<file path="src/srds_pkg.sv">
// srds_pkg: shared types, codes and constants of the register-dictionary slave
// used by srds_ctrl, srds_dp and serial_register_dictionary_slave_unit
// no dependencies
`default_nettype none

package srds_pkg;

    // defaults of the top-level parameters
    localparam int DICT_DEPTH_DEF    = 32;
    localparam int RX_KEEP_DEF       = 8;
    localparam int PDO_MAX_WORDS_DEF = 6;

    // fixed field widths
    localparam int MODE_W   = 2;
    localparam int BYTE_W   = 8;
    localparam int START_W  = 5;
    localparam int COUNT_W  = 3;
    localparam int FLAGS_W  = 32;
    localparam int S_DATA_W = BYTE_W + START_W + COUNT_W;
    localparam int M_DATA_W = BYTE_W + FLAGS_W;
    localparam int FRAME_LEN = 5;
    localparam int INDEX_SPAN = 32;

    // input item kinds
    localparam logic [MODE_W-1:0] MODE_RX    = 2'd0;
    localparam logic [MODE_W-1:0] MODE_EOF   = 2'd1;
    localparam logic [MODE_W-1:0] MODE_FLAGS = 2'd2;
    localparam logic [MODE_W-1:0] MODE_PDO   = 2'd3;

    // result kinds
    localparam logic KIND_BYTE  = 1'b0;
    localparam logic KIND_FLAGS = 1'b1;

    // protocol bytes
    localparam logic [BYTE_W-1:0] SYNC_BYTE  = 8'h5A;
    localparam logic [BYTE_W-1:0] NAK_BYTE   = 8'h81;
    localparam logic [BYTE_W-1:0] PDO_BYTE   = 8'hA5;
    localparam logic [BYTE_W-1:0] WRITE_BIT  = 8'h80;
    localparam logic [BYTE_W-1:0] ECHO_MASK  = 8'h7f;
    localparam logic [BYTE_W-1:0] INDEX_MASK = 8'h1f;

    // output byte sources
    localparam int SEL_W = 4;
    localparam logic [SEL_W-1:0] SEL_PDO   = 4'd0;
    localparam logic [SEL_W-1:0] SEL_SYNC  = 4'd1;
    localparam logic [SEL_W-1:0] SEL_NAK   = 4'd2;
    localparam logic [SEL_W-1:0] SEL_ECHO  = 4'd3;
    localparam logic [SEL_W-1:0] SEL_ADDR  = 4'd4;
    localparam logic [SEL_W-1:0] SEL_HDR   = 4'd5;
    localparam logic [SEL_W-1:0] SEL_LO    = 4'd6;
    localparam logic [SEL_W-1:0] SEL_HI    = 4'd7;
    localparam logic [SEL_W-1:0] SEL_SUM   = 4'd8;
    localparam logic [SEL_W-1:0] SEL_FLAGS = 4'd9;

    typedef struct packed {
        logic             rx_store;
        logic             eof_clear;
        logic             dict_write;
        logic             rd_load;
        logic             pdo_load;
        logic             fetch;
        logic             clr_marks;
        logic             emit;
        logic [SEL_W-1:0] sel;
        logic             last;
    } cmd_t;

    typedef struct packed {
        logic frame_ok;
        logic chk_ok;
        logic is_write;
        logic left_zero;
        logic out_free;
    } status_t;

endpackage

`default_nettype wire

</file>
<file path="src/srds_ctrl.sv">
// srds_ctrl: sequencer of the register-dictionary slave
// depends on srds_pkg; drives srds_dp through cmd_t, watches status_t
`default_nettype none

module srds_ctrl (
    input  logic                         clk,
    input  logic                         rst_n,
    input  logic                         s_tvalid,
    input  logic [srds_pkg::MODE_W-1:0]  mode,
    input  srds_pkg::status_t            status,
    output logic                         s_tready,
    output srds_pkg::cmd_t               cmd
);
    import srds_pkg::*;

    localparam int ST_W = 4;
    localparam logic [ST_W-1:0] ST_IDLE  = 4'd0;
    localparam logic [ST_W-1:0] ST_NAK   = 4'd1;
    localparam logic [ST_W-1:0] ST_ECHO  = 4'd2;
    localparam logic [ST_W-1:0] ST_FLAGS = 4'd3;
    localparam logic [ST_W-1:0] ST_RSYNC = 4'd4;
    localparam logic [ST_W-1:0] ST_RADDR = 4'd5;
    localparam logic [ST_W-1:0] ST_PSYNC = 4'd6;
    localparam logic [ST_W-1:0] ST_PHDR  = 4'd7;
    localparam logic [ST_W-1:0] ST_FETCH = 4'd8;
    localparam logic [ST_W-1:0] ST_LO    = 4'd9;
    localparam logic [ST_W-1:0] ST_HI    = 4'd10;
    localparam logic [ST_W-1:0] ST_SUM   = 4'd11;

    logic [ST_W-1:0] state_reg;
    logic [ST_W-1:0] state_next;

    always_ff @(posedge clk or negedge rst_n)
    begin
        if (!rst_n)
        begin
            state_reg <= ST_IDLE;
        end
        else
        begin
            state_reg <= state_next;
        end
    end

    always_comb
    begin
        cmd        = '0;
        state_next = state_reg;
        s_tready   = (state_reg == ST_IDLE);
        case (state_reg)
            ST_IDLE:
            begin
                if (s_tvalid)
                begin
                    case (mode)
                        MODE_RX:
                        begin
                            cmd.rx_store = 1'b1;
                        end
                        MODE_EOF:
                        begin
                            cmd.eof_clear = 1'b1;
                            if (status.frame_ok)
                            begin
                                if (!status.chk_ok)
                                begin
                                    state_next = ST_NAK;
                                end
                                else if (status.is_write)
                                begin
                                    cmd.dict_write = 1'b1;
                                    state_next     = ST_ECHO;
                                end
                                else
                                begin
                                    cmd.rd_load = 1'b1;
                                    state_next  = ST_RSYNC;
                                end
                            end
                        end
                        MODE_FLAGS:
                        begin
                            state_next = ST_FLAGS;
                        end
                        default:
                        begin
                            cmd.pdo_load = 1'b1;
                            state_next   = ST_PSYNC;
                        end
                    endcase
                end
            end
            ST_NAK:
            begin
                if (status.out_free)
                begin
                    cmd.emit   = 1'b1;
                    cmd.sel    = SEL_NAK;
                    cmd.last   = 1'b1;
                    state_next = ST_IDLE;
                end
            end
            ST_ECHO:
            begin
                if (status.out_free)
                begin
                    cmd.emit   = 1'b1;
                    cmd.sel    = SEL_ECHO;
                    cmd.last   = 1'b1;
                    state_next = ST_IDLE;
                end
            end
            ST_FLAGS:
            begin
                if (status.out_free)
                begin
                    cmd.emit      = 1'b1;
                    cmd.sel       = SEL_FLAGS;
                    cmd.last      = 1'b1;
                    cmd.clr_marks = 1'b1;
                    state_next    = ST_IDLE;
                end
            end
            ST_RSYNC:
            begin
                if (status.out_free)
                begin
                    cmd.emit   = 1'b1;
                    cmd.sel    = SEL_SYNC;
                    state_next = ST_RADDR;
                end
            end
            ST_RADDR:
            begin
                if (status.out_free)
                begin
                    cmd.emit   = 1'b1;
                    cmd.sel    = SEL_ADDR;
                    state_next = ST_FETCH;
                end
            end
            ST_PSYNC:
            begin
                if (status.out_free)
                begin
                    cmd.emit   = 1'b1;
                    cmd.sel    = SEL_PDO;
                    state_next = ST_PHDR;
                end
            end
            ST_PHDR:
            begin
                if (status.out_free)
                begin
                    cmd.emit   = 1'b1;
                    cmd.sel    = SEL_HDR;
                    state_next = status.left_zero ? ST_SUM : ST_FETCH;
                end
            end
            ST_FETCH:
            begin
                cmd.fetch  = 1'b1;
                state_next = ST_LO;
            end
            ST_LO:
            begin
                if (status.out_free)
                begin
                    cmd.emit   = 1'b1;
                    cmd.sel    = SEL_LO;
                    state_next = ST_HI;
                end
            end
            ST_HI:
            begin
                if (status.out_free)
                begin
                    cmd.emit   = 1'b1;
                    cmd.sel    = SEL_HI;
                    state_next = status.left_zero ? ST_SUM : ST_FETCH;
                end
            end
            ST_SUM:
            begin
                if (status.out_free)
                begin
                    cmd.emit   = 1'b1;
                    cmd.sel    = SEL_SUM;
                    cmd.last   = 1'b1;
                    state_next = ST_IDLE;
                end
            end
            default:
            begin
                state_next = ST_IDLE;
            end
        endcase
    end

endmodule

`default_nettype wire

</file>
<file path="src/srds_dp.sv">
// srds_dp: frame buffer, dictionary memory, edit marks, checksum and output register
// depends on srds_pkg; steered by srds_ctrl
`default_nettype none

module srds_dp #(
    parameter int DICT_DEPTH    = srds_pkg::DICT_DEPTH_DEF,
    parameter int RX_KEEP       = srds_pkg::RX_KEEP_DEF,
    parameter int PDO_MAX_WORDS = srds_pkg::PDO_MAX_WORDS_DEF
) (
    input  logic                          clk,
    input  logic                          rst_n,
    input  logic [srds_pkg::S_DATA_W-1:0] s_tdata,
    input  srds_pkg::cmd_t                cmd,
    output srds_pkg::status_t             status,
    input  logic                          m_tready,
    output logic                          m_tvalid,
    output logic [srds_pkg::M_DATA_W-1:0] m_tdata,
    output logic                          m_tlast,
    output logic                          m_tuser
);
    import srds_pkg::*;

    localparam int SLOT_W = $clog2(DICT_DEPTH);
    localparam int CNT_W  = $clog2(RX_KEEP + 1);
    localparam logic [COUNT_W-1:0] PDO_MAX = COUNT_W'(PDO_MAX_WORDS);
    localparam logic [CNT_W-1:0]   KEEP_CNT = CNT_W'(RX_KEEP);
    localparam logic [CNT_W-1:0]   FRAME_CNT = CNT_W'(FRAME_LEN);

    logic [BYTE_W-1:0]  rx_byte;
    logic [START_W-1:0] pdo_start;
    logic [COUNT_W-1:0] pdo_count;
    assign rx_byte   = s_tdata[BYTE_W-1:0];
    assign pdo_start = s_tdata[BYTE_W +: START_W];
    assign pdo_count = s_tdata[BYTE_W+START_W +: COUNT_W];

    // index to dictionary slot, wrapped by the depth
    logic [SLOT_W-1:0] slot_lut [INDEX_SPAN];
    for (genvar g = 0; g < INDEX_SPAN; g++)
    begin : g_lut
        assign slot_lut[g] = SLOT_W'(g % DICT_DEPTH);
    end

    logic [BYTE_W-1:0]     fb_reg [FRAME_LEN];
    logic [CNT_W-1:0]      count_reg;
    logic [START_W-1:0]    ptr_reg;
    logic [COUNT_W-1:0]    left_reg;
    logic [BYTE_W-1:0]     sum_reg;
    logic [BYTE_W-1:0]     hdr_reg;
    logic [DICT_DEPTH-1:0] marks_reg;
    logic [DICT_DEPTH-1:0] entry_valid_reg;
    logic                  q_valid_reg;
    logic [2*BYTE_W-1:0]   mem [DICT_DEPTH];
    logic [2*BYTE_W-1:0]   rd_word_reg;
    logic                  out_valid_reg;
    logic                  out_kind_reg;
    logic                  out_last_reg;
    logic [BYTE_W-1:0]     out_byte_reg;
    logic [FLAGS_W-1:0]    out_flags_reg;

    logic [SLOT_W-1:0]     wr_slot;
    logic [SLOT_W-1:0]     rd_slot;
    logic [2*BYTE_W-1:0]   word;
    logic [BYTE_W-1:0]     lo;
    logic [BYTE_W-1:0]     hi;
    logic [COUNT_W-1:0]    pdo_n;
    logic [BYTE_W-1:0]     hdr_next;
    logic [BYTE_W-1:0]     emit_byte;
    logic                  out_free;

    assign wr_slot  = slot_lut[fb_reg[1][START_W-1:0]];
    assign rd_slot  = slot_lut[ptr_reg];
    assign word     = q_valid_reg ? rd_word_reg : '0;
    assign lo       = word[BYTE_W-1:0];
    assign hi       = word[2*BYTE_W-1:BYTE_W];
    assign pdo_n    = (pdo_count > PDO_MAX) ? PDO_MAX : pdo_count;
    assign hdr_next = {pdo_n, pdo_start};
    assign out_free = !out_valid_reg || m_tready;

    assign status.frame_ok  = (count_reg == FRAME_CNT) && (fb_reg[0] == SYNC_BYTE);
    assign status.chk_ok    = ((fb_reg[1] ^ fb_reg[2] ^ fb_reg[3]) == fb_reg[4]);
    assign status.is_write  = ((fb_reg[1] & WRITE_BIT) != '0);
    assign status.left_zero = (left_reg == '0);
    assign status.out_free  = out_free;

    always_comb
    begin
        case (cmd.sel)
            SEL_PDO:   emit_byte = PDO_BYTE;
            SEL_SYNC:  emit_byte = SYNC_BYTE;
            SEL_NAK:   emit_byte = NAK_BYTE;
            SEL_ECHO:  emit_byte = fb_reg[1] & ECHO_MASK;
            SEL_ADDR:  emit_byte = fb_reg[1];
            SEL_HDR:   emit_byte = hdr_reg;
            SEL_LO:    emit_byte = lo;
            SEL_HI:    emit_byte = hi;
            SEL_SUM:   emit_byte = sum_reg;
            default:   emit_byte = '0;
        endcase
    end

    // frame buffer bytes carry no reset
    always_ff @(posedge clk)
    begin
        if (cmd.rx_store)
        begin
            for (int i = 0; i < FRAME_LEN; i++)
            begin
                if (count_reg == CNT_W'(i))
                begin
                    fb_reg[i] <= rx_byte;
                end
            end
        end
    end

    // dictionary storage
    always_ff @(posedge clk)
    begin
        if (cmd.dict_write)
        begin
            mem[wr_slot] <= {fb_reg[3], fb_reg[2]};
        end
        if (cmd.fetch)
        begin
            rd_word_reg <= mem[rd_slot];
        end
    end

    always_ff @(posedge clk or negedge rst_n)
    begin
        if (!rst_n)
        begin
            count_reg       <= '0;
            entry_valid_reg <= '0;
            marks_reg       <= '0;
            q_valid_reg     <= 1'b0;
            left_reg        <= '0;
            out_valid_reg   <= 1'b0;
        end
        else
        begin
            if (cmd.eof_clear)
            begin
                count_reg <= '0;
            end
            else if (cmd.rx_store && (count_reg < KEEP_CNT))
            begin
                count_reg <= count_reg + 1'b1;
            end

            if (cmd.dict_write)
            begin
                entry_valid_reg[wr_slot] <= 1'b1;
                marks_reg[wr_slot]       <= 1'b1;
            end
            else if (cmd.clr_marks)
            begin
                marks_reg <= '0;
            end

            if (cmd.fetch)
            begin
                q_valid_reg <= entry_valid_reg[rd_slot];
                left_reg    <= left_reg - 1'b1;
            end
            else if (cmd.rd_load)
            begin
                left_reg <= COUNT_W'(1);
            end
            else if (cmd.pdo_load)
            begin
                left_reg <= pdo_n;
            end

            if (cmd.emit)
            begin
                out_valid_reg <= 1'b1;
            end
            else if (m_tready)
            begin
                out_valid_reg <= 1'b0;
            end
        end
    end

    // payload registers
    always_ff @(posedge clk)
    begin
        if (cmd.rd_load)
        begin
            ptr_reg <= fb_reg[1][START_W-1:0];
            sum_reg <= fb_reg[1];
        end
        else if (cmd.pdo_load)
        begin
            ptr_reg <= pdo_start;
            sum_reg <= hdr_next;
            hdr_reg <= hdr_next;
        end
        else
        begin
            if (cmd.fetch)
            begin
                ptr_reg <= ptr_reg + 1'b1;
            end
            if (cmd.emit && ((cmd.sel == SEL_LO) || (cmd.sel == SEL_HI)))
            begin
                sum_reg <= sum_reg ^ emit_byte;
            end
        end

        if (cmd.emit)
        begin
            out_kind_reg  <= (cmd.sel == SEL_FLAGS) ? KIND_FLAGS : KIND_BYTE;
            out_last_reg  <= cmd.last;
            out_byte_reg  <= emit_byte;
            out_flags_reg <= (cmd.sel == SEL_FLAGS) ? FLAGS_W'(marks_reg) : '0;
        end
    end

    assign m_tvalid = out_valid_reg;
    assign m_tdata  = {out_flags_reg, out_byte_reg};
    assign m_tlast  = out_last_reg;
    assign m_tuser  = out_kind_reg;

endmodule

`default_nettype wire

</file>
<file path="src/serial_register_dictionary_slave_unit.sv">
// serial_register_dictionary_slave_unit: top level of the register-dictionary slave
// depends on srds_pkg, srds_ctrl (sequencer) and srds_dp (datapath)
`default_nettype none

// channel   | direction | handshake          | payload
// ----------+-----------+--------------------+---------------------------------------------
// s_ (in)   | sink      | s_tvalid/s_tready  | tuser: mode; tdata: rx_byte, pdo_start,
//           |           |                    |   pdo_count
// m_ (out)  | source    | m_tvalid/m_tready  | tuser: out_kind; tlast: last;
//           |           |                    |   tdata: tx_byte, edit_flags
//
// a received byte or an idle with no answer leaves the sequencer in idle
// an answer then sends its output bytes one at a time, with one memory read per word:
// nak or echo 1 byte, flags 1 word, read 5 bytes, pdo 3 + 2*n bytes (n <= PDO_MAX_WORDS)
// input is held off while an answer is sent; a stalled output holds the sequencer
// at its next byte, and the last result may still wait when the next item is taken
// async reset clears control state and the per-entry valid bits, so every entry reads zero

module serial_register_dictionary_slave_unit #(
    parameter int DICT_DEPTH    = srds_pkg::DICT_DEPTH_DEF,
    parameter int RX_KEEP       = srds_pkg::RX_KEEP_DEF,
    parameter int PDO_MAX_WORDS = srds_pkg::PDO_MAX_WORDS_DEF
) (
    input  logic                          clk,
    input  logic                          rst_n,
    input  logic                          s_tvalid,
    output logic                          s_tready,
    input  logic [srds_pkg::S_DATA_W-1:0] s_tdata,  // rx_byte, pdo_start, pdo_count
    input  logic [srds_pkg::MODE_W-1:0]   s_tuser,  // mode
    output logic                          m_tvalid,
    input  logic                          m_tready,
    output logic [srds_pkg::M_DATA_W-1:0] m_tdata,  // tx_byte, edit_flags
    output logic                          m_tlast,
    output logic                          m_tuser   // out_kind
);
    import srds_pkg::*;

    cmd_t    cmd;
    status_t status;

    // sequencer: walks each answer one output byte at a time
    srds_ctrl u_ctrl (
        .clk      (clk),
        .rst_n    (rst_n),
        .s_tvalid (s_tvalid),
        .mode     (s_tuser),
        .status   (status),
        .s_tready (s_tready),
        .cmd      (cmd)
    );

    // datapath: frame buffer, dictionary, marks, checksum, output register
    srds_dp #(
        .DICT_DEPTH    (DICT_DEPTH),
        .RX_KEEP       (RX_KEEP),
        .PDO_MAX_WORDS (PDO_MAX_WORDS)
    ) u_dp (
        .clk      (clk),
        .rst_n    (rst_n),
        .s_tdata  (s_tdata),
        .cmd      (cmd),
        .status   (status),
        .m_tready (m_tready),
        .m_tvalid (m_tvalid),
        .m_tdata  (m_tdata),
        .m_tlast  (m_tlast),
        .m_tuser  (m_tuser)
    );

    // returning to idle only ever happens right after loading a final result
    a_idle_after_last: assert property (@(posedge clk) disable iff (!rst_n)
        $rose(s_tready) |-> (m_tvalid && m_tlast))
        else $error("input reopened without a final result");

    // a flag word carries no transmit byte
    a_flags_no_byte: assert property (@(posedge clk) disable iff (!rst_n)
        (m_tvalid && (m_tuser == KIND_FLAGS)) |-> (m_tdata[BYTE_W-1:0] == '0))
        else $error("flag result with nonzero byte");

    // a transmit byte carries no flag word
    a_byte_no_flags: assert property (@(posedge clk) disable iff (!rst_n)
        (m_tvalid && (m_tuser == KIND_BYTE)) |-> (m_tdata[M_DATA_W-1:BYTE_W] == '0))
        else $error("byte result with nonzero flags");

endmodule

`default_nettype wire

</file>
<file path="config.mk">
export PLATFORM = sky130hd
export DESIGN_NAME = serial_register_dictionary_slave_unit
export DESIGN_NICKNAME = d
export VERILOG_FILES = /design/src/srds_pkg.sv /design/src/srds_ctrl.sv /design/src/srds_dp.sv /design/src/serial_register_dictionary_slave_unit.sv
export SDC_FILE = /design/constraint.sdc
export NUM_CORES = 1
export LEC_CHECK = 0
export BUFFER_PORTS_ARGS = -buffer_cell sky130_fd_sc_hd__buf_2
export CELL_PAD_IN_SITES_DETAIL_PLACEMENT = 1
export CELL_PAD_IN_SITES_GLOBAL_PLACEMENT = 1
export CORE_ASPECT_RATIO = 0.7
export CORE_MARGIN = 8
export CORE_UTILIZATION = 30
export CTS_CLUSTER_DIAMETER = 60
export CTS_CLUSTER_SIZE = 24
export DETAILED_ROUTE_END_ITERATION = 8
export PLACE_DENSITY_LB_ADDON = 0.1
export SLEW_MARGIN = 20
export SYNTH_ARGS = -nofsm -noshare
export SYNTH_HDL_FRONTEND = slang
export SYNTH_HIERARCHICAL = 1
export SYNTH_SLANG_ARGS = --single-unit
</file>
<file path="constraint.sdc">
create_clock -name clk -period 4.9 [get_ports clk]
set_input_delay 0.49 -clock clk [delete_from_list [all_inputs] [get_ports clk]]
set_output_delay 0.49 -clock clk [all_outputs]
set_load 0.01 [all_outputs]
</file>
# Word level (Yosys, flattened, before mapping)
# Memory sizes are Yosys's and may differ from the RTL's. A register that Yosys moved wholly into a read port is not among the register bits.
# Cells that the tools add are included.
# word_totals
romBits	320
mem_count	4
word_cells	192
ram_bits	552
out_inout_bits	44
ff_bits	140
# memory_table
memory	words	word_bits	rd	rd_clocked_by_memory_dff	wr	line_no	source
u_dp.mem	32	16	1	1	1	srds_dp.sv:52	logic [2*BYTE_W-1:0] mem [DICT_DEPTH];
(name not given)	32	5	1	0	0	srds_dp.sv:70	assign wr_slot = slot_lut[fb_reg[1][START_W-1:0]];
(name not given)	32	5	1	0	0	srds_dp.sv:71	assign rd_slot = slot_lut[ptr_reg];
u_dp.fb_reg	5	8	5	0	1	srds_dp.sv:43	logic [BYTE_W-1:0] fb_reg [FRAME_LEN];
# classes
bitwise	8
n_eq_ne	38
order_cmp	7
n_mux	92
n_addsub	3
n_reduce_logical	26
# op_table
operator	n
$mux 5	15
$pmux 8 s9	1
$mux 32	2
$or 32x32->32	2
$mux 8	7
$pmux 5 s10	1
$eq 4x3->1 const B	10
$mux 4	10
$mux 3	11
$mux 1	32
$pmux 4 s8	1
$reduce_or 8->1	4
$eq 4x2->1 const B	6
$eq 4x4->1 const B	6
$xor 8x8->8	3
$mux 6	3
$mux 16	1
$eq 4x1->1 const B	3
$ge 6x6->1 const B	2
$logic_not 4->1	3
$lt 5x6->1 const B	2
$ne 2x1->1 const B	6
$not 5->6	2
$pmux 4 s3	1
30 further kinds	40

# Logic depth before layout (Yosys ltp)
# Gate-level depths: netlist of the first run.
# An unclocked memory read counts as a cell.
# depth
depth_word	16
ltp_mapped	13

# Hierarchy
# Netlist of the first run, hierarchy kept.
# by_module_without_submodules
mod	seq_area_each_um2	n_inst	cells_each	area_each_um2
srds_dp	20774.9	1	1530	27635.3
srds_ctrl	100.1	1	85	600.6

# Worst setup path before layout of the first run
# No wires, ideal clock.
# synth_path
path_kind	input -> register
start	in m_tready
end	reg u_dp.sum_reg[0], enable pin
setup_slack_ps	902
required_ps	4516
cell_stages	7
path_buffers	2
setup_ps	384
arrival_time_ps	3614
path_cell_list	nand2b_1 buf_4 clkbuf_1 nand2_1 nor2_1 nand2_1 o21ai_0
# synth_lines
item	line_no	source
start, declared	serial_register_dictionary_slave_unit.sv:31	input logic m_tready,
end signal, assigned	srds_dp.sv:192	sum_reg <= fb_reg[1];
end signal, assigned	srds_dp.sv:197	sum_reg <= hdr_next;
end signal, assigned	srds_dp.sv:208	sum_reg <= sum_reg ^ emit_byte;
end, declared	srds_dp.sv:47	logic [BYTE_W-1:0] sum_reg;

==> impl_metrics.yaml, run 1 <==
worst_setup_path:
  start_kind: "flip-flop"
  cp.required_ps: 5140
  r2r-start: "u_ctrl/state_reg[0]"
  cp_max_fo: 20
  cp_data_arrival_time_ps: 4110
  reg2reg_to: "u_dp/mem[17][6]"
  reg2reg_depth: 7
  critical_path.endpoint_type: "flip-flop"
  critPathKind: "reg -> reg"
  r2r_slack_ps: 1040
synthesis:
  synth_top_area_cell: "edfxtp_1"
  synth_warnings: 6
  synth_edf_count: 631
  synth-seq-area-share_pct: 73.9
  async_reset_ff_share_pct: 10.9
  synth_nets: 1648
  synth_area_leaders: "edfxtp_1 (67%), dfrtp_1 (6.8%), mux2i_1 (6.2%)"
  synth_cell_types: 56
  syn_area_per_cell_um2: 17.5
  synth_cells: 1615
  synth-seq-cells: 708
  synth_top_area_share_pct: 67.1
  synthFlopType: "edfxtp_1"
  syn_area_um2: 28200
grt:
  grt.overflow.total: 0
  grt_max_degree: 71
  grt.total_usage_pct: 16.1
  antenna_found_initial: 4
  grt_pass1_vias: 15700
  grt_pass1_wl_um: 121000
cells_and_area:
  regArea_um2: 20900
  largest_reg_flops: 512
  multi_input_area_um2: 6890
  nets: 1760
  area_delta_synth_final_pct: 13.6
  nFillCells: 9503
  final_cell_mix: "edfxtp_1 (631), mux2i_1 (175), buf_4 (83), dfrtp_1 (77), nand2_1 (73)"
  drive_gt1_share_pct: 20.6
  fin_cells: 3013
  final_util_pct: 34.3
  final_common_cell: "edfxtp_1"
clock_network:
  h-tree-depth: 2
  ctsResizeCount: 0
  cts_hold_buf: 1
  clock_sinks: 708
  postCtsSetupBuffers: 0
  cts-root-buf: "clkbuf_16"
  clk_path_buf_depth: 3
  clkTransAtPathRegs_ps: 90
  clk_latency_ps: 630
  cts_tree: "done"
  cts_made_buffers: 45
timing:
  finClkSkew_ps: 42.4
  period_needed_ps: 3860
  setup-tns-final_ps: 0
  fmax_mhz: 259
  worstMarginPinSlew_ps: 1140
  finalSetupViolations: 0
  rsz0062_at_grt: "false"
  hold_viol: 0
  maxSlewViolCount: 0
  finalCritPeriodShare_pct: 78.8
  slew_headroom_pct: 23.4
min_path:
  whs_path_depth: 1
  hold_class: "in -> reg"
  hold_start: "s_tdata[8]"
  hold_end: "u_dp/hdr_reg[0]"
route:
  drt-vias-per-instance: 4.94
  vias: 14900
  drc: 0
  wl_per_cell_um: 28.4
  first_pass_iters: 4
  wirelength_um: 85500
  drtIter0Drc: 1405
  ant_nets: 0
power:
  powerDensity_nw_per_um2: 451
  peakVddDrop_v: 0.000242
  p_leak_nw: 11.5
place:
  hpwl_um: 56300
  place_congestion: 0.798
  port_buffers: 65
  dp_cells: 2927
run_status:
  status: "finished clean"
floorplanning:
  core_area_um2: 93600
  io_pins: 66
  rows: 94
  fp.dieW_um: 383
  start_util_pct: 30.2
  die_h_um: 273
  die-area_um2: 104000
run:
  cap_viol_max_count: 0
==> cell type report <==
class	instances	share of cell area [%]
flip-flops and latches	708	65.1
multi-input cells	784	21.5
well taps	1248	4.87
clock buffers	52	3.72
repair buffers	154	3.35
clock inverters	32	1.12
inverters	34	0.398
diodes	1	0.00780
==> report_power, final <==
part           switching, mW  total (mW)  internal [mW]
sequential             0.216        7.13           6.91
clock                   2.26        4.24           1.98
combinational           1.93        3.09           1.16
total                   4.41        14.5           10.0
==> cell families (layout without fill, tap and decap cells) <==
group	after synthesis	in the layout	share of synthesized area, %
other cells	0	1	0
simple gates	275	275	5.07
fa+ha+maj	11	11	0.487
xor+xnor	37	37	1.15
buf+inv	123	272	1.91
flops	708	708	73.9
mux	256	256	12.1
compound gates	205	205	5.33
==> synth_stat cells (all sizes together), types with 7 or more instances <==
cell type  instances
edfxtp           631
mux2i            175
dfrtp             77
nand2             73
mux4              67
buf               54
nor2              47
a21oi             45
clkbuf            35
inv               34
nand2b            34
and2              33
a22o              29
xnor2             28
o221ai            23
a22oi             22
or2               21
a21o              20
o21ai             20
nand3             19
mux2              14
a221oi            13
nor2b             12
ha                11
and3               9
nor3               9
xor2               9
a32oi              7
==> layer usage <==
layer / part of all wire, % / routed length (µm) / up-vias / global-route usage [%]
met5: 0 / 0 / - / 0
met1: 52 / 44200 / 8044 / 25.1
met3: 4.5 / 3830 / 67 / 2.71
met2: 43 / 36400 / 277 / 23.7
met4: 1.3 / 1080 / 0 / 2.74
li1: - / - / 6495 / -
==> worst max path at each step <==
stage / startpoint / to / cells after the start
after CTS: u_ctrl/state_reg[0] / u_dp/mem[17][5] / 7
after floorplan: m_tready / u_dp/sum_reg[0] / 7
after global routing: u_ctrl/state_reg[0] / u_dp/mem[17][5] / 7
after global placement: u_ctrl/state_reg[0] / u_dp/mem[17][2] / 7
after detailed placement: u_ctrl/state_reg[0] / u_dp/mem[17][6] / 7
final: u_ctrl/state_reg[0] / u_dp/mem[17][6] / 7
==> worst max-delay path, cell delays in order (launching register included) <==
cell and delay [ps]:
dfrtp_1 660, nor4_4 470, and3_1 350, nand3_1 150
nor2_1 610, and3_1 350, nand2_1 160, inv_1 700
==> per-stage QoR <==
stage	power (mW)	instance area, µm²	worst slack, ps	hold slack [ps]
after detailed placement	10.4	30500	1040	421
after global routing	15.1	32100	797	52.0
after floorplan	9.12	28200	902	194
after global placement	10.4	30500	1100	416
after CTS	14.7	32100	1030	35.3
final	14.5	32100	1040	80.9
No activity file was read; power rests on OpenSTA's default activity.
==> inputs of run 2 (changes only) <==
==> constraint.sdc (replaced) <==
create_clock -name clk -period 3.5 [get_ports clk]
set_input_delay 0.35 -clock clk [delete_from_list [all_inputs] [get_ports clk]]
set_output_delay 0.35 -clock clk [all_outputs]
set_load 0.01 [all_outputs]
==> impl_metrics.yaml, run 2 (synthesized netlist as in run 1, its figures left out) <==
floorplanning:
  die-area_um2: 104000
  fp.dieW_um: 383
  start_util_pct: 30.2
  io_pins: 66
  rows: 94
  core_area_um2: 93600
  die_h_um: 273
timing:
  setup_ws_ps: 316
  rsz0062_at_grt: "false"
  holdWs_ps: 151
  maxSlewViolCount: 0
  finalCritPeriodShare_pct: 91.0
  setup-tns-final_ps: 0
  slew_headroom_pct: 35.6
  hold_viol: 0
  worstMarginPinSlew_ps: 965
  fmax_mhz: 314
  finClkSkew_ps: 32.7
  period_needed_ps: 3180
  finalSetupViolations: 0
place:
  hpwl_um: 55400
  dp_cells: 2981
  placed_area_um2: 31100
  port_buffers: 65
  pre_cts_slack_ps: 322
  place_congestion: 0.803
worst_setup_path:
  cp.required_ps: 3800
  r2r-start: "u_dp/count_reg[1]"
  critPathSlowestCell: "dfrtp_1"
  critical_path.endpoint_type: "flip-flop"
  cp_max_fo: 16
  path_cells: "inv_1 -> ha_1 -> and4b_1 -> nand4_1 -> nor4b_1 -> nand3_1 -> nor2_1 -> buf_4 -> nand3_1 -> nor2_2 -> buf_4"
  cp_data_arrival_time_ps: 3490
  critPathKind: "reg -> reg"
  crit_start: "u_dp/count_reg[1]"
  start_kind: "flip-flop"
  max_stage_delay_ps: 420
power:
  peakVddDrop_v: 0.000337
  p_leak_nw: 11.9
  powerDensity_nw_per_um2: 629
  fin_total_pwr_mw: 20.7
route:
  vias: 15200
  drc: 0
  wl_per_cell_um: 27.3
  wirelength_um: 84200
  first_pass_iters: 5
  drt-vias-per-instance: 4.92
  drtIter0Drc: 1265
  ant_nets: 0
cells_and_area:
  largest_reg_flops: 512
  nets: 1830
  nFillCells: 9434
  final_cell_mix: "edfxtp_1 (631), mux2i_1 (175), buf_4 (125), dfrtp_1 (77), nand2_1 (73)"
  final_common_cell: "edfxtp_1"
  final_util_pct: 35.1
  drive_gt1_share_pct: 23.0
  area_delta_synth_final_pct: 16.3
  design_area_um2: 32800
  fin_cells: 3082
clock_network:
  clk_latency_ps: 630
  clk_path_buf_depth: 3
  postCtsSetupBuffers: 0
  ctsResizeCount: 0
  clock_sinks: 708
  cts_hold_buf: 16
  cts_made_buffers: 46
  h-tree-depth: 2
  cts-root-buf: "clkbuf_16"
  clkTransAtPathRegs_ps: 90
  cts_tree: "done"
grt:
  grt.overflow.total: 0
  grt_max_degree: 65
  grt.total_usage_pct: 15.8
  antenna_found_initial: 7
  grt_pass1_wl_um: 120000
  grt_pass1_vias: 15900
run:
  cap_viol_max_count: 0
min_path:
  hold_class: "in -> async"
run_status:
  status: "finished clean"
run 2: final timing paths:
| path | to | slack, ps | cells after the start |
|---|---|---|---|
| max reg2reg | u_dp/mem[10][15] | 320 | 11 |
| min | u_dp/marks_reg[31] | 150 | 2 |
| min reg2reg | u_dp/entry_valid_reg[24] | 470 | 1 |
| max in group asynchronous | u_dp/left_reg[1] | 2460 | 3 |
| min in group clk | u_dp/count_reg[2] | 210 | 3 |
| max | u_dp/mem[10][15] | 320 | 11 |
run 2: worst max-delay path, delay by kind of cell, from the launching register on:
family	cells	cell delay [ps]
adder cells (fa/ha/maj)	1	170
buffers and inverters	3	620
flip-flops	1	420
AND/OR/NAND/NOR	7	1640
run 2: metal layers:
metal | GRT usage (%) | wire length, µm | up-vias
li1 | - | - | 6651
met1 | 24.9 | 43700 | 8145
met2 | 22.5 | 34500 | 294
met3 | 3.58 | 4830 | 71
met4 | 2.55 | 1100 | 0
met5 | 0 | 0 | -
run 2: cell type report:
| cell class | count | area (µm²) | share of cell area, % |
|---|---|---|---|
| sequential | 708 | 20900 | 63.5 |
| multi-input combinational | 784 | 6900 | 21.0 |
| timing repair buffer | 223 | 1780 | 5.42 |
| tap | 1248 | 1560 | 4.75 |
| clock buffer | 48 | 1180 | 3.59 |
| clock inverter | 36 | 428 | 1.30 |
| inverter | 34 | 128 | 0.389 |
| antenna | 1 | 2.50 | 0.00762 |
run 2: power breakdown:
part	switching [mW]	internal (mW)
Sequential	0.264	9.68
Combinational	2.81	1.82
Clock	3.23	2.84
==> inputs of run 3 (changes only) <==
--- a/config.mk
+++ b/config.mk
@@ -15,6 +15,7 @@
 export CTS_CLUSTER_SIZE = 24
 export DETAILED_ROUTE_END_ITERATION = 8
 export PLACE_DENSITY_LB_ADDON = 0.1
+export REMOVE_ABC_BUFFERS = 1
 export SLEW_MARGIN = 20
 export SYNTH_ARGS = -nofsm -noshare
 export SYNTH_HDL_FRONTEND = slang
==> impl_metrics.yaml, run 3 (synthesized netlist as in run 1, its figures left out) <==
clock_network:
  cts_tree: "done"
  clock_sinks: 708
  clk_path_buf_depth: 3
  cts_made_buffers: 48
  postCtsSetupBuffers: 0
  clkTransAtPathRegs_ps: 90
  clk_latency_ps: 630
  h-tree-depth: 2
  cts-root-buf: "clkbuf_16"
grt:
  grt.overflow.total: 0
  grt_pass1_wl_um: 118000
  grt.total_usage_pct: 15.4
  antenna_found_initial: 3
  grt_max_degree: 78
  grt_pass1_vias: 15600
route:
  first_pass_iters: 5
  wirelength_um: 82000
  drt-vias-per-instance: 4.89
  wl_per_cell_um: 26.7
  vias: 15000
  ant_nets: 0
  drc: 0
  drtIter0Drc: 1306
cells_and_area:
  final_common_cell: "edfxtp_1"
  final_cell_mix: "edfxtp_1 (631), mux2i_1 (175), buf_4 (109), dfrtp_1 (77), nand2_1 (73)"
  design_area_um2: 32800
  largest_reg_flops: 512
  nFillCells: 9442
  fin_cells: 3067
  area_delta_synth_final_pct: 16.1
  final_util_pct: 35.0
  drive_gt1_share_pct: 22.5
  nets: 1816
worst_setup_path:
  path_cells: "mux2i_1 -> o211a_1 -> nor2b_1 -> a32oi_1 -> o221ai_2 -> xnor2_1 -> o21ai_1 -> a21boi_1"
  critPathKind: "reg -> reg"
  path_buf_inv: 0
  start_kind: "flip-flop"
  critical_path.endpoint_type: "flip-flop"
  cp_max_fo: 18
  cp_data_arrival_time_ps: 3460
  max_stage_delay_ps: 750
  critPathSlowestCell: "dfrtp_1"
  crit_family: "compound AO/OA/AOI/OAI gates"
  cp.required_ps: 3870
place:
  dp_cells: 2965
  placed_area_um2: 30900
  place_congestion: 0.807
  hpwl_um: 53600
  port_buffers: 65
  pre_cts_slack_ps: 215
power:
  peakVddDrop_v: 0.000350
  fin_total_pwr_mw: 20.7
  p_leak_nw: 11.9
  powerDensity_nw_per_um2: 631
floorplanning:
  die-area_um2: 104000
  die_h_um: 273
  start_util_pct: 30.2
  fp.dieW_um: 383
  core_area_um2: 93600
  io_pins: 66
  rows: 94
run:
  cap_viol_max_count: 0
timing:
  worstMarginPinSlew_ps: 856
  finalCritPeriodShare_pct: 88.3
  slew_headroom_pct: 42.4
  rsz0062_at_grt: "false"
  finalSetupViolations: 0
  period_needed_ps: 3090
  hold_viol: 0
  setup_ws_ps: 409
  maxSlewViolCount: 0
  fmax_mhz: 324
  holdWs_ps: 264
  finClkSkew_ps: 22.2
  setup-tns-final_ps: 0
run_status:
  status: "finished clean"
min_path:
  hold_class: "in -> reg"
[run 3: worst reg2reg max path, cell delays in order (launching register included)]
cell and delay, ps:
dfrtp_1 750, mux2i_1 270, o211a_1 210, nor2b_1 670, a32oi_1 280, o221ai_2 310
xnor2_1 160, o21ai_1 70, a21boi_1 120
[run 3: cell type report]
class / instances / area [µm²] / share of cell area [%]
Inverter: 34 / 128 / 0.389
Clock buffer: 49 / 1230 / 3.74
Timing Repair Buffer: 207 / 1650 / 5.03
Tap cell: 1248 / 1560 / 4.76
Sequential cell: 708 / 20900 / 63.7
Antenna cell: 1 / 2.50 / 0.00763
Clock inverter: 36 / 460 / 1.40
Multi-Input combinational cell: 784 / 6890 / 21.0
[run 3: what timing repair did]
item                                    4_1_cts  5_1_grt
endpoints found under the setup margin        0        9
gates resized for setup                       0        1
hold buffers                                 16        0
endpoints found under the hold margin       124        0
[run 3: final timing paths]
path                            slack, ps                 from  depth (start not counted)            endpoint
worst max-delay path                  410  u_ctrl/state_reg[1]                          8     u_dp/sum_reg[2]
worst min-delay path                  260             s_tvalid                          3   u_dp/count_reg[3]
worst min register to register        470   u_dp/marks_reg[12]                          1  u_dp/marks_reg[12]
min in group asynchronous             350                rst_n                          2  u_dp/marks_reg[20]
max in group asynchronous            2570                rst_n                          2   u_dp/count_reg[3]
worst max register to register        410  u_ctrl/state_reg[1]                          8     u_dp/sum_reg[2]
[run 3: where the power goes]
part	switching (mW)	internal, mW	total (mW)
Combinational	2.72	1.80	4.52
Clock	3.34	2.91	6.25
Sequential	0.255	9.67	9.93
Total	6.32	14.4	20.7
[run 3: layer usage]
layer  share of wire (%)  track usage [%]  vias up  wire, µm
met5                   0                0        -         0
li1                    -                -     6618         -
met3                 4.1             2.20       68      3360
met2                  41             21.9      273     33800
met1                  53             24.8     8026     43600
met4                 1.5             2.86        0      1220
